## config.mk

```make
export PLATFORM = sky130hd
export DESIGN_NAME = utf8_name_bucket_mapper_unit_flat
export DESIGN_NICKNAME = d
export VERILOG_FILES = /design/src/design/unbm_pkg.sv /design/src/design/unbm_byte_if.sv /design/src/design/unbm_bucket_if.sv /design/src/design/unbm_classify.sv /design/src/design/unbm_scan.sv /design/src/design/utf8_name_bucket_mapper_unit.sv /design/src/flat_wrapper.sv
export SDC_FILE = /design/constraint.sdc
export NUM_CORES = 1
export LEC_CHECK = 0
export ABC_CLOCK_PERIOD_IN_PS = 2300
export BUFFER_PORTS_ARGS = -buffer_cell sky130_fd_sc_hd__buf_2
export CELL_PAD_IN_SITES_DETAIL_PLACEMENT = 0
export CELL_PAD_IN_SITES_GLOBAL_PLACEMENT = 1
export CORE_ASPECT_RATIO = 1.5
export CORE_UTILIZATION = 40
export CTS_CLUSTER_SIZE = 14
export DETAILED_ROUTE_END_ITERATION = 6
export GPL_ROUTABILITY_DRIVEN = 0
export HOLD_SLACK_MARGIN = 0.05
export PLACE_DENSITY_LB_ADDON = 0.15
export SKIP_LAST_GASP = 1
export SLEW_MARGIN = 5
export SYNTH_ARGS = -nofsm -noshare
export SYNTH_HDL_FRONTEND = slang
export SYNTH_SLANG_ARGS = --single-unit
```

## constraint.sdc

```tcl
create_clock -name clk_i -period 2.3 [get_ports clk_i]
set_input_delay 0.23 -clock clk_i [delete_from_list [all_inputs] [get_ports clk_i]]
set_output_delay 0.23 -clock clk_i [all_outputs]
set_load 0.02 [all_outputs]
```

## src/design/unbm_pkg.sv

```systemverilog
`timescale 1ns / 1ps
`default_nettype none

package unbm_pkg;

  localparam logic [7:0] ByteNul    = 8'h00;
  localparam logic [7:0] LeadLatin2 = 8'hC2;
  localparam logic [7:0] LeadLatin1 = 8'hC3;
  localparam logic [7:0] LeadTwoMin = 8'hC4;
  localparam logic [7:0] LeadTwoMax = 8'hDF;
  localparam logic [7:0] LeadThrMin = 8'hE0;
  localparam logic [7:0] LeadThrMax = 8'hEF;
  localparam logic [7:0] LeadFouMin = 8'hF0;
  localparam logic [7:0] LeadFouMax = 8'hF4;
  localparam logic [7:0] ContMin    = 8'h80;
  localparam logic [7:0] ContMax    = 8'hBF;
  localparam logic [7:0] AsciiDig0  = 8'h30;
  localparam logic [7:0] AsciiDig9  = 8'h39;
  localparam logic [7:0] AsciiUpA   = 8'h41;
  localparam logic [7:0] AsciiUpZ   = 8'h5A;
  localparam logic [7:0] AsciiLoA   = 8'h61;
  localparam logic [7:0] AsciiLoZ   = 8'h7A;
  localparam logic [6:0] CaseOffset = 7'd32;

  localparam logic [6:0] CharNone = 7'h00;
  localparam logic [6:0] CharZero = 7'h30;
  localparam logic [6:0] CharNine = 7'h39;
  localparam logic [6:0] CharA    = 7'h61;
  localparam logic [6:0] CharC    = 7'h63;
  localparam logic [6:0] CharD    = 7'h64;
  localparam logic [6:0] CharE    = 7'h65;
  localparam logic [6:0] CharI    = 7'h69;
  localparam logic [6:0] CharN    = 7'h6E;
  localparam logic [6:0] CharO    = 7'h6F;
  localparam logic [6:0] CharS    = 7'h73;
  localparam logic [6:0] CharT    = 7'h74;
  localparam logic [6:0] CharU    = 7'h75;
  localparam logic [6:0] CharY    = 7'h79;
  localparam logic [6:0] CharZ    = 7'h7A;

  // Decode of a byte seen in plain scanning
  typedef struct packed {
    logic       hit;    // byte decides the result
    logic [6:0] ch;
    logic       found;
    logic       latin;  // 0xC3 lead
    logic [1:0] skip;   // continuation bytes to drop
  } unbm_cls_t;

  // Result of one accepted item
  typedef struct packed {
    logic       emit;
    logic [6:0] ch;
    logic       found;
  } unbm_res_t;

  // Folded letter for the byte after 0xC3; CharNone for the multiply/divide signs
  function automatic logic [6:0] latin_fold(input logic [7:0] b);
    logic [6:0] f;
    f = CharNone;
    unique case (b[4:0])
      5'd0, 5'd1, 5'd2, 5'd3, 5'd4, 5'd5, 5'd6: f = CharA;
      5'd7:                                      f = CharC;
      5'd8, 5'd9, 5'd10, 5'd11:                  f = CharE;
      5'd12, 5'd13, 5'd14, 5'd15:                f = CharI;
      5'd16:                                     f = CharD;
      5'd17:                                     f = CharN;
      5'd18, 5'd19, 5'd20, 5'd21, 5'd22, 5'd24:  f = CharO;
      5'd23:                                     f = CharNone;
      5'd25, 5'd26, 5'd27, 5'd28:                f = CharU;
      5'd29:                                     f = CharY;
      5'd30:                                     f = CharT;
      5'd31:                                     f = b[5] ? CharY : CharS;
      default:                                   f = CharNone;
    endcase
    return f;
  endfunction

endpackage

`default_nettype wire

```

## src/design/unbm_byte_if.sv

```systemverilog
`timescale 1ns / 1ps
`default_nettype none

interface unbm_byte_if;
  logic       valid;
  logic       ready;
  logic [7:0] name_byte;
  logic       end_of_name;

  modport source (output valid, output name_byte, output end_of_name, input ready);
  modport sink   (input valid, input name_byte, input end_of_name, output ready);
endinterface

`default_nettype wire

```

## src/design/unbm_bucket_if.sv

```systemverilog
`timescale 1ns / 1ps
`default_nettype none

interface unbm_bucket_if;
  logic       valid;
  logic       ready;
  logic [6:0] bucket_char;
  logic       found_char;

  modport source (output valid, output bucket_char, output found_char, input ready);
  modport sink   (input valid, input bucket_char, input found_char, output ready);
endinterface

`default_nettype wire

```

## src/design/unbm_classify.sv

```systemverilog
`timescale 1ns / 1ps
`default_nettype none

module unbm_classify (
  input  logic [7:0]         byte_i,
  output unbm_pkg::unbm_cls_t cls_o
);
  import unbm_pkg::*;

  always_comb begin
    cls_o = '0;
    priority if (byte_i == ByteNul) begin
      cls_o.hit = 1'b1;
      cls_o.ch  = CharZero;
    end else if (byte_i == LeadLatin2) begin
      cls_o.skip = 2'd1;
    end else if (byte_i == LeadLatin1) begin
      cls_o.latin = 1'b1;
    end else if (byte_i >= LeadTwoMin && byte_i <= LeadTwoMax) begin
      cls_o.skip = 2'd1;
    end else if (byte_i >= LeadThrMin && byte_i <= LeadThrMax) begin
      cls_o.skip = 2'd2;
    end else if (byte_i >= LeadFouMin && byte_i <= LeadFouMax) begin
      cls_o.skip = 2'd3;
    end else if ((byte_i >= AsciiDig0 && byte_i <= AsciiDig9) ||
                 (byte_i >= AsciiLoA && byte_i <= AsciiLoZ)) begin
      cls_o.hit   = 1'b1;
      cls_o.found = 1'b1;
      cls_o.ch    = byte_i[6:0];
    end else if (byte_i >= AsciiUpA && byte_i <= AsciiUpZ) begin
      cls_o.hit   = 1'b1;
      cls_o.found = 1'b1;
      cls_o.ch    = byte_i[6:0] + CaseOffset;
    end else begin
      cls_o = '0;
    end
  end

endmodule

`default_nettype wire

```

## src/design/unbm_scan.sv

```systemverilog
`timescale 1ns / 1ps
`default_nettype none

module unbm_scan (
  input  logic                clk_i,
  input  logic                rst_ni,
  input  logic                accept_i,
  input  logic [7:0]          byte_i,
  input  logic                last_i,
  output unbm_pkg::unbm_res_t res_o
);
  import unbm_pkg::*;

  typedef enum logic [1:0] {
    PhScan  = 2'd0,
    PhLatin = 2'd1,
    PhDone  = 2'd2
  } phase_e;

  phase_e     phase_q, phase_d;
  logic [1:0] skip_q, skip_d;
  unbm_cls_t  cls;
  logic [6:0] fold;
  logic       already;
  logic       hit;
  logic [6:0] ch;
  logic       found;

  unbm_classify u_classify (
    .byte_i (byte_i),
    .cls_o  (cls)
  );

  assign fold = latin_fold(byte_i);

  always_comb begin
    phase_d = phase_q;
    skip_d  = skip_q;
    hit     = 1'b0;
    ch      = CharZero;
    found   = 1'b0;
    already = 1'b0;
    unique case (phase_q)
      PhLatin: begin
        phase_d = PhScan;
        if (byte_i >= ContMin && byte_i <= ContMax) begin
          if (fold != CharNone) begin
            hit   = 1'b1;
            ch    = fold;
            found = 1'b1;
          end
        end else begin
          // broken sequence: the byte starts over as a fresh one
          hit   = cls.hit;
          ch    = cls.ch;
          found = cls.found;
          skip_d = cls.skip;
          if (cls.latin) phase_d = PhLatin;
        end
      end
      PhScan: begin
        if (skip_q != 2'd0) begin
          skip_d = skip_q - 2'd1;
        end else begin
          hit    = cls.hit;
          ch     = cls.ch;
          found  = cls.found;
          skip_d = cls.skip;
          if (cls.latin) phase_d = PhLatin;
        end
      end
      default: already = 1'b1;
    endcase

    res_o.emit  = 1'b0;
    res_o.ch    = ch;
    res_o.found = found;
    if (hit) begin
      phase_d    = PhDone;
      skip_d     = 2'd0;
      res_o.emit = accept_i;
    end else if (last_i && !already) begin
      res_o.emit  = accept_i;
      res_o.ch    = CharZero;
      res_o.found = 1'b0;
    end

    if (last_i) begin
      phase_d = PhScan;
      skip_d  = 2'd0;
    end
  end

  always_ff @(posedge clk_i or negedge rst_ni) begin
    if (!rst_ni) begin
      phase_q <= PhScan;
      skip_q  <= 2'd0;
    end else if (accept_i) begin
      phase_q <= phase_d;
      skip_q  <= skip_d;
    end
  end

endmodule

`default_nettype wire

```

## src/design/utf8_name_bucket_mapper_unit.sv

```systemverilog
`timescale 1ns / 1ps
`default_nettype none

// UTF-8 name bucket mapper: takes one byte of a name per cycle on in_i
// unless out_o stalls, and gives one item per name on out_o, the first
// letter or digit folded to '0'-'9' or 'a'-'z' (Latin-1 accents after 0xC3
// fold to the base letter), or '0' with found_char low when the name ends
// undecided or a zero byte decides it. The result of the deciding byte, or
// of the last byte, appears in the output register in the cycle after that
// byte is accepted. A single output register decouples the sides: a byte
// is accepted whenever that register is empty or being taken in that cycle.
module utf8_name_bucket_mapper_unit (
  input  logic          clk_i,
  input  logic          rst_ni,
  unbm_byte_if.sink     in_i,
  unbm_bucket_if.source out_o
);
  import unbm_pkg::*;

  logic       in_accept;
  unbm_res_t  res;
  logic       out_valid_q;
  logic [6:0] out_char_q;
  logic       out_found_q;

  assign in_i.ready = !out_valid_q || out_o.ready;
  assign in_accept  = in_i.valid && in_i.ready;

  unbm_scan u_scan (
    .clk_i    (clk_i),
    .rst_ni   (rst_ni),
    .accept_i (in_accept),
    .byte_i   (in_i.name_byte),
    .last_i   (in_i.end_of_name),
    .res_o    (res)
  );

  always_ff @(posedge clk_i or negedge rst_ni) begin
    if (!rst_ni) begin
      out_valid_q <= 1'b0;
    end else if (in_i.ready) begin
      out_valid_q <= res.emit;
    end
  end

  always_ff @(posedge clk_i) begin
    if (res.emit) begin
      out_char_q  <= res.ch;
      out_found_q <= res.found;
    end
  end

  assign out_o.valid       = out_valid_q;
  assign out_o.bucket_char = out_char_q;
  assign out_o.found_char  = out_found_q;

  // a new result only follows an accepted byte
  a_emit_after_accept: assert property (@(posedge clk_i) disable iff (!rst_ni)
    $rose(out_valid_q) |-> $past(in_accept))
    else $error("result without accepted byte");

  // an accepted byte that emits a result always makes the output valid
  a_last_free_slot: assert property (@(posedge clk_i) disable iff (!rst_ni)
    in_accept && res.emit |=> out_valid_q)
    else $error("result lost");

  a_default_char: assert property (@(posedge clk_i) disable iff (!rst_ni)
    out_valid_q && !out_found_q |-> out_char_q == CharZero)
    else $error("default result not '0'");

  a_found_range: assert property (@(posedge clk_i) disable iff (!rst_ni)
    out_valid_q && out_found_q |->
      ((out_char_q >= CharZero && out_char_q <= CharNine) ||
       (out_char_q >= CharA && out_char_q <= CharZ)))
    else $error("bucket char out of range");

endmodule

`default_nettype wire

```

## src/flat_wrapper.sv

```systemverilog
// flat-port wrapper written by rule: the top's interface ports become plain ports
module utf8_name_bucket_mapper_unit_flat import unbm_pkg::*;
  (clk_i, rst_ni, in_i_valid, in_i_name_byte, in_i_end_of_name, in_i_ready, out_o_valid, out_o_bucket_char, out_o_found_char, out_o_ready);
  unbm_byte_if in_i_i ();
  unbm_bucket_if out_o_i ();
  input  logic clk_i;
  input  logic rst_ni;
  input wire logic [$bits(in_i_i.valid)-1:0] in_i_valid;
  input wire logic [$bits(in_i_i.name_byte)-1:0] in_i_name_byte;
  input wire logic [$bits(in_i_i.end_of_name)-1:0] in_i_end_of_name;
  output wire logic [$bits(in_i_i.ready)-1:0] in_i_ready;
  output wire logic [$bits(out_o_i.valid)-1:0] out_o_valid;
  output wire logic [$bits(out_o_i.bucket_char)-1:0] out_o_bucket_char;
  output wire logic [$bits(out_o_i.found_char)-1:0] out_o_found_char;
  input wire logic [$bits(out_o_i.ready)-1:0] out_o_ready;
  assign in_i_i.valid = in_i_valid;
  assign in_i_i.name_byte = in_i_name_byte;
  assign in_i_i.end_of_name = in_i_end_of_name;
  assign in_i_ready = in_i_i.ready;
  assign out_o_valid = out_o_i.valid;
  assign out_o_bucket_char = out_o_i.bucket_char;
  assign out_o_found_char = out_o_i.found_char;
  assign out_o_i.ready = out_o_ready;
  utf8_name_bucket_mapper_unit u_core (.clk_i(clk_i), .rst_ni(rst_ni), .in_i(in_i_i), .out_o(out_o_i));
endmodule
```

==> Yosys cells after proc, flatten, opt, wreduce, memory -nomap -nowiden <==
Cells that the tools add are included.
W data, S select, Z words.
{ "word_totals": {"elab_cells": 134, "inputBits": 13, "ff_bits": 13, "out_inout_bits": 10} }
{ "op_classes": {"n_eq_ne": 37, "n_addsub": 2, "reduce_logical": 26, "muxes": 50, "n_lt_le_gt_ge": 14} }
{ "ops": {"columns": ["operator", "n"], "rows": [
  ["$pmux W7 S12", 1],
  ["$eq A5 B5 Y1 const B", 16],
  ["$mux W10", 5],
  ["$eq A5 B4 Y1 const B", 8],
  ["$mux W9", 4],
  ["$ge A8 B8 Y1 const B", 4],
  ["$le A8 B8 Y1 const B", 4],
  ["$mux W2", 13],
  ["$mux W7", 3],
  ["$eq A5 B3 Y1 const B", 4],
  ["$mux W3", 6],
  ["$eq A8 B8 Y1 const B", 2],
  ["$ge A8 B7 Y1 const B", 2],
  ["$le A8 B7 Y1 const B", 2],
  ["$mux W8", 2],
  ["$pmux W7 S2", 1],
  ["$ne A4 B4 Y1 const B", 3],
  ["$reduce_or A4 Y1", 3],
  ["$eq A5 B2 Y1 const B", 2],
  ["$logic_and A1 B1 Y1", 9],
  ["$mux W1", 9],
  ["$ge A8 B6 Y1 const B", 1],
  ["$le A8 B6 Y1 const B", 1],
  ["$logic_not A8 Y1", 1],
  ["other kinds (19)", 23]
]} }

==> Logic depth before layout (Yosys ltp) <==
{ "depth": {"word_depth": 20, "ltp_mapped": 8, "mapped_depth_nobuf": 7} }

==> Cells and area by module <==
A second synthesis with hierarchy kept.
{ "unflattened": {"hier_cells": 155, "hier_area_um2": 1290.0} }
{ "by_module_without_submodules": {"columns": ["mod", "cells_per_inst", "n_inst", "area_each_um2", "seq_area_each_um2"], "rows": [
  ["unbm_scan", 91, 1, 668.1, 100.1],
  ["unbm_classify", 52, 1, 327.8, 0.0],
  ["utf8_name_bucket_mapper_unit", 12, 1, 294.0, 265.3]
]} }

==> Worst setup path after synthesis <==
Ideal clock, no wire load.
{ "synth_path": {"kind": "input -> register", "from": "input port in_i_name_byte[5]", "to": "register u_core.out_char_q[0], in the netlist u_core.out_o.bucket_char[0], enable pin", "setup_slack_ps": 203, "setup_time_ps": 375, "path_stages": 8, "t_required_ps": 1925, "t_arrival_ps": 1722, "n_path_buf": 1, "cell_sequence": "buf_2 -> inv_1 -> ha_1 -> a21oi_1 -> or3_4 -> nand2_4 -> o221ai_2 -> a21oi_1"} }
{ "synth_rtl": {"columns": ["item", "line", "text"], "rows": [
  ["from (decl)", "flat_wrapper.sv:9", "input wire logic [$bits(in_i_i.name_byte)-1:0] in_i_name_byte;"],
  ["to (signal assigned)", "utf8_name_bucket_mapper_unit.sv:48", "out_char_q <= res.ch;"],
  ["to (decl)", "utf8_name_bucket_mapper_unit.sv:23", "logic [6:0] out_char_q;"]
]} }

==> summary.txt <==
Maximum vdd ir drop -> 275 µV
Slew headroom -> 77.1%
Reg clk slew, reported paths -> 0.05 ns
Number of nets with antenna violations after detailed routing -> 0
Syn Inst Count -> 152
Pre-Repair DR Iteration Count -> 4
Layout Utilization -> 48.7%
Mean routed wirelength per cell -> 14.0 µm
Total Negative Setup Slacks -> 0 ns
Remaining design rule violation count -> 0
Clock latency of the later-clocked register in the worst-skew pair -> 0.24 ns
Max-slew violation total from the final report -> 0
Final-layout fill cell count -> 314
First-pass GRT wire length -> 4970 µm
Post-Syn Area -> 1220 µm²
Sinks on the clock net -> 13
Number of failing hold endpoints at the final stage -> 0
Top cells by area, synth -> sky130_fd_sc_hd__edfxtp_1 20%, sky130_fd_sc_hd__dfrtp_1 10%, sky130_fd_sc_hd__nand2_1 6.5%
Post-layout total power -> 0.829 mW
Die boundary height -> 69.6 µm
Power share of the sequential group -> 38.1%
Count of buffers added by post-CTS timing repair for setup -> 0
Switching power total -> 0.286 mW
Number of nets at the end of the flow -> 191
Layout cells sized above 1 -> 24.0%
Aggregate global routing overflow -> 0
Switching part of the total -> 34.5%
FP Rows -> 24
Standby leakage power -> 0.606 nW
Met3 wire length -> 70 µm
Max layer used -> met4
Detailed-route via count -> 1220
Worst-case setup slack after placement -> 0.287 ns
Signal arrival time at the worst endpoint -> 1.83 ns
Violation count after the first detailed-routing iteration -> 32
Placeable core region -> 2910 µm²
Slack of the critical path -> 0.412 ns
Syn-to-layout area delta -> 16.4%
Mapped Nets -> 167
N_diodes -> 0
Final wirelength -> 3000 µm
I/O pin count -> 23
CTS Buf Count -> 3
PortBufs -> 22
Drt via density -> 5.70
Most common cell after layout, fill and taps aside -> sky130_fd_sc_hd__buf_2
Horiz. Die Dim -> 47.1 µm
Buffer depth of the longest clock path -> 2
Sequential-to-total area share from yosys stat -> 30.0%
Worst Hold Margin -> 0.282 ns
Setup crit end kind -> register
Max-capacitance violation count -> 0
FMAX -> 0.530 GHz
Yosys warning total -> 0
Most common flop cell mapped by yosys -> sky130_fd_sc_hd__edfxtp_1
Status -> finished, final reports clean
Post-cts sizing count -> 0
Starting Density -> 41.8%
Post-synthesis area per instance -> 8.02 µm²
Internal power contribution -> 0.543 mW
Number of global-route vias before repair -> 1119
H-tree depth -> 1
Cell type contributing the most total cell area after synthesis -> sky130_fd_sc_hd__edfxtp_1
Register bit count reported by yosys -> 13
Post-layout minimum cycle time -> 1.89 ns
Required arrival time at the worst endpoint -> 2.24 ns
Distinct cell type count after synthesis -> 45
Post-route clock period utilization -> 82.1%
Largest net degree at the start of global routing -> 17
Count of flip-flops with a built-in enable after synthesis -> 8
Worst Path Max Fanout -> 8
Post-synthesis async set-or-reset flop share -> 38.5%
Hold-fix buffers at CTS -> 1
Met1 Routed Length -> 1300 µm
CTS tree -> built
Category of the worst setup path launch point -> register
Setup repair after global routing missed its margin -> no
Worst Hold Class -> in -> reg
P per Cell Area -> 584 nW/µm²
Antenna violations before repair -> 0
Clock Tree Root -> sky130_fd_sc_hd__clkbuf_8
DPL Wire Length -> 2350 µm
Global routing usage summed across all routing layers -> 20.1%
Combinational share of power -> 38.6%
Synth top area share -> 19.7%
Number of endpoints failing setup at the final stage -> 0
Met2 wire length -> 1600 µm
Final setup skew -> 0.00574 ns
Overall die area -> 3280 µm²
WS Path Type -> reg -> reg
Worst-margin pin slew -> 0.339 ns
Most frequent cells in the layout -> 22 x sky130_fd_sc_hd__buf_2, 21 x sky130_fd_sc_hd__nand2_1, 16 x sky130_fd_sc_hd__nor2_1
Relative contribution of the clock network to total power -> 23.3%
## through the flow
step                      instances  cell area [µm²]
after global placement          209             1360
after detailed placement        209             1360
after CTS                       214             1420
after floorplan                 152             1220
final                           214             1420
after global routing            214             1420
## synthesized netlist by cell type (all sizes together) (2+ instances only)
cell type	n
nor2	16
a22oi	2
edfxtp	8
inv	5
o22ai	3
o21ai	11
a21oi	14
o21a	2
nand3b	3
clkbuf	6
nand2	22
nand4	3
a31oi	3
nand3	3
o221ai	2
nor3	3
o31ai	2
nor2b	2
a32o	2
dfrtp	5
o311ai	2
and3	4
buf	6
ha	2
and2	2
nand2b	5
## routing by layer
metal  up-vias  global-route usage (%)
met5         -                       0
met4         0                    8.57
met3         4                    2.08
met2        35                    34.1
met1       573                    24.1
li1        608                       -
## power groups by stage
stage               logic (mW)  registers [mW]  clock network, mW
floorplan                0.212           0.340                  0
finish                   0.320           0.316              0.193
global route             0.357           0.322              0.208
global placement         0.315           0.321                  0
CTS                      0.320           0.316              0.200
detailed placement       0.317           0.320                  0
## cells by family after synthesis
kind of cell	share of synthesized area, %
buffers and inverters	7.60
DFF	30.0
adders and majority gates	2.05
AOI/OAI and AO/OA	30.5
xor gates and xnor gates	0.719
and+or+nand+nor	29.2
## state kept, by name (all words and copies together) (netlist names)
register and flops:
u_core.out_o.bucket_char 7, u_core.out_o.found_char 1, u_core.out_o.valid 1, u_core.u_scan.phase_q 2, u_core.u_scan.skip_q 2
## critical path, stage by stage, from the launching register on
cell                       delay (ns)
sky130_fd_sc_hd__dfrtp_1         0.45
sky130_fd_sc_hd__nand3b_1        0.24
sky130_fd_sc_hd__nor2_1          0.20
sky130_fd_sc_hd__nand2_1         0.11
sky130_fd_sc_hd__nand2_1         0.13
sky130_fd_sc_hd__o221ai_2        0.14
sky130_fd_sc_hd__a21oi_1         0.14
sky130_fd_sc_hd__buf_4           0.17
## layout make-up
class,count,area [µm²],share of cell area [%]
timing repair buffer,31,180,12.7
inverter,5,18.8,1.32
multi-input combinational,122,761,53.6
clock buffer,4,45.0,3.17
tap,39,48.8,3.44
sequential,13,365,25.7
## path summary, 6_finish.rpt
check	cells past startpoint	end	slack, ns	startpoint
hold reg to reg	2	u_core.u_scan.skip_q[0]$_DFFE_PN0P_	0.56	u_core.u_scan.skip_q[0]$_DFFE_PN0P_
min in group asynchronous	2	u_core.u_scan.skip_q[1]$_DFFE_PN0P_	0.33	rst_ni
max in group asynchronous	2	u_core.u_scan.phase_q[1]$_DFFE_PN0P_	1.84	rst_ni
setup reg to reg	7	u_core.out_o.bucket_char[3]$_DFFE_PP_	0.41	u_core.u_scan.phase_q[0]$_DFFE_PN0P_
setup / recovery	7	u_core.out_o.bucket_char[3]$_DFFE_PP_	0.41	u_core.u_scan.phase_q[0]$_DFFE_PN0P_
hold / removal	2	u_core.u_scan.skip_q[0]$_DFFE_PN0P_	0.28	in_i_end_of_name
Note: power is estimated with default switching activity, not from simulation.
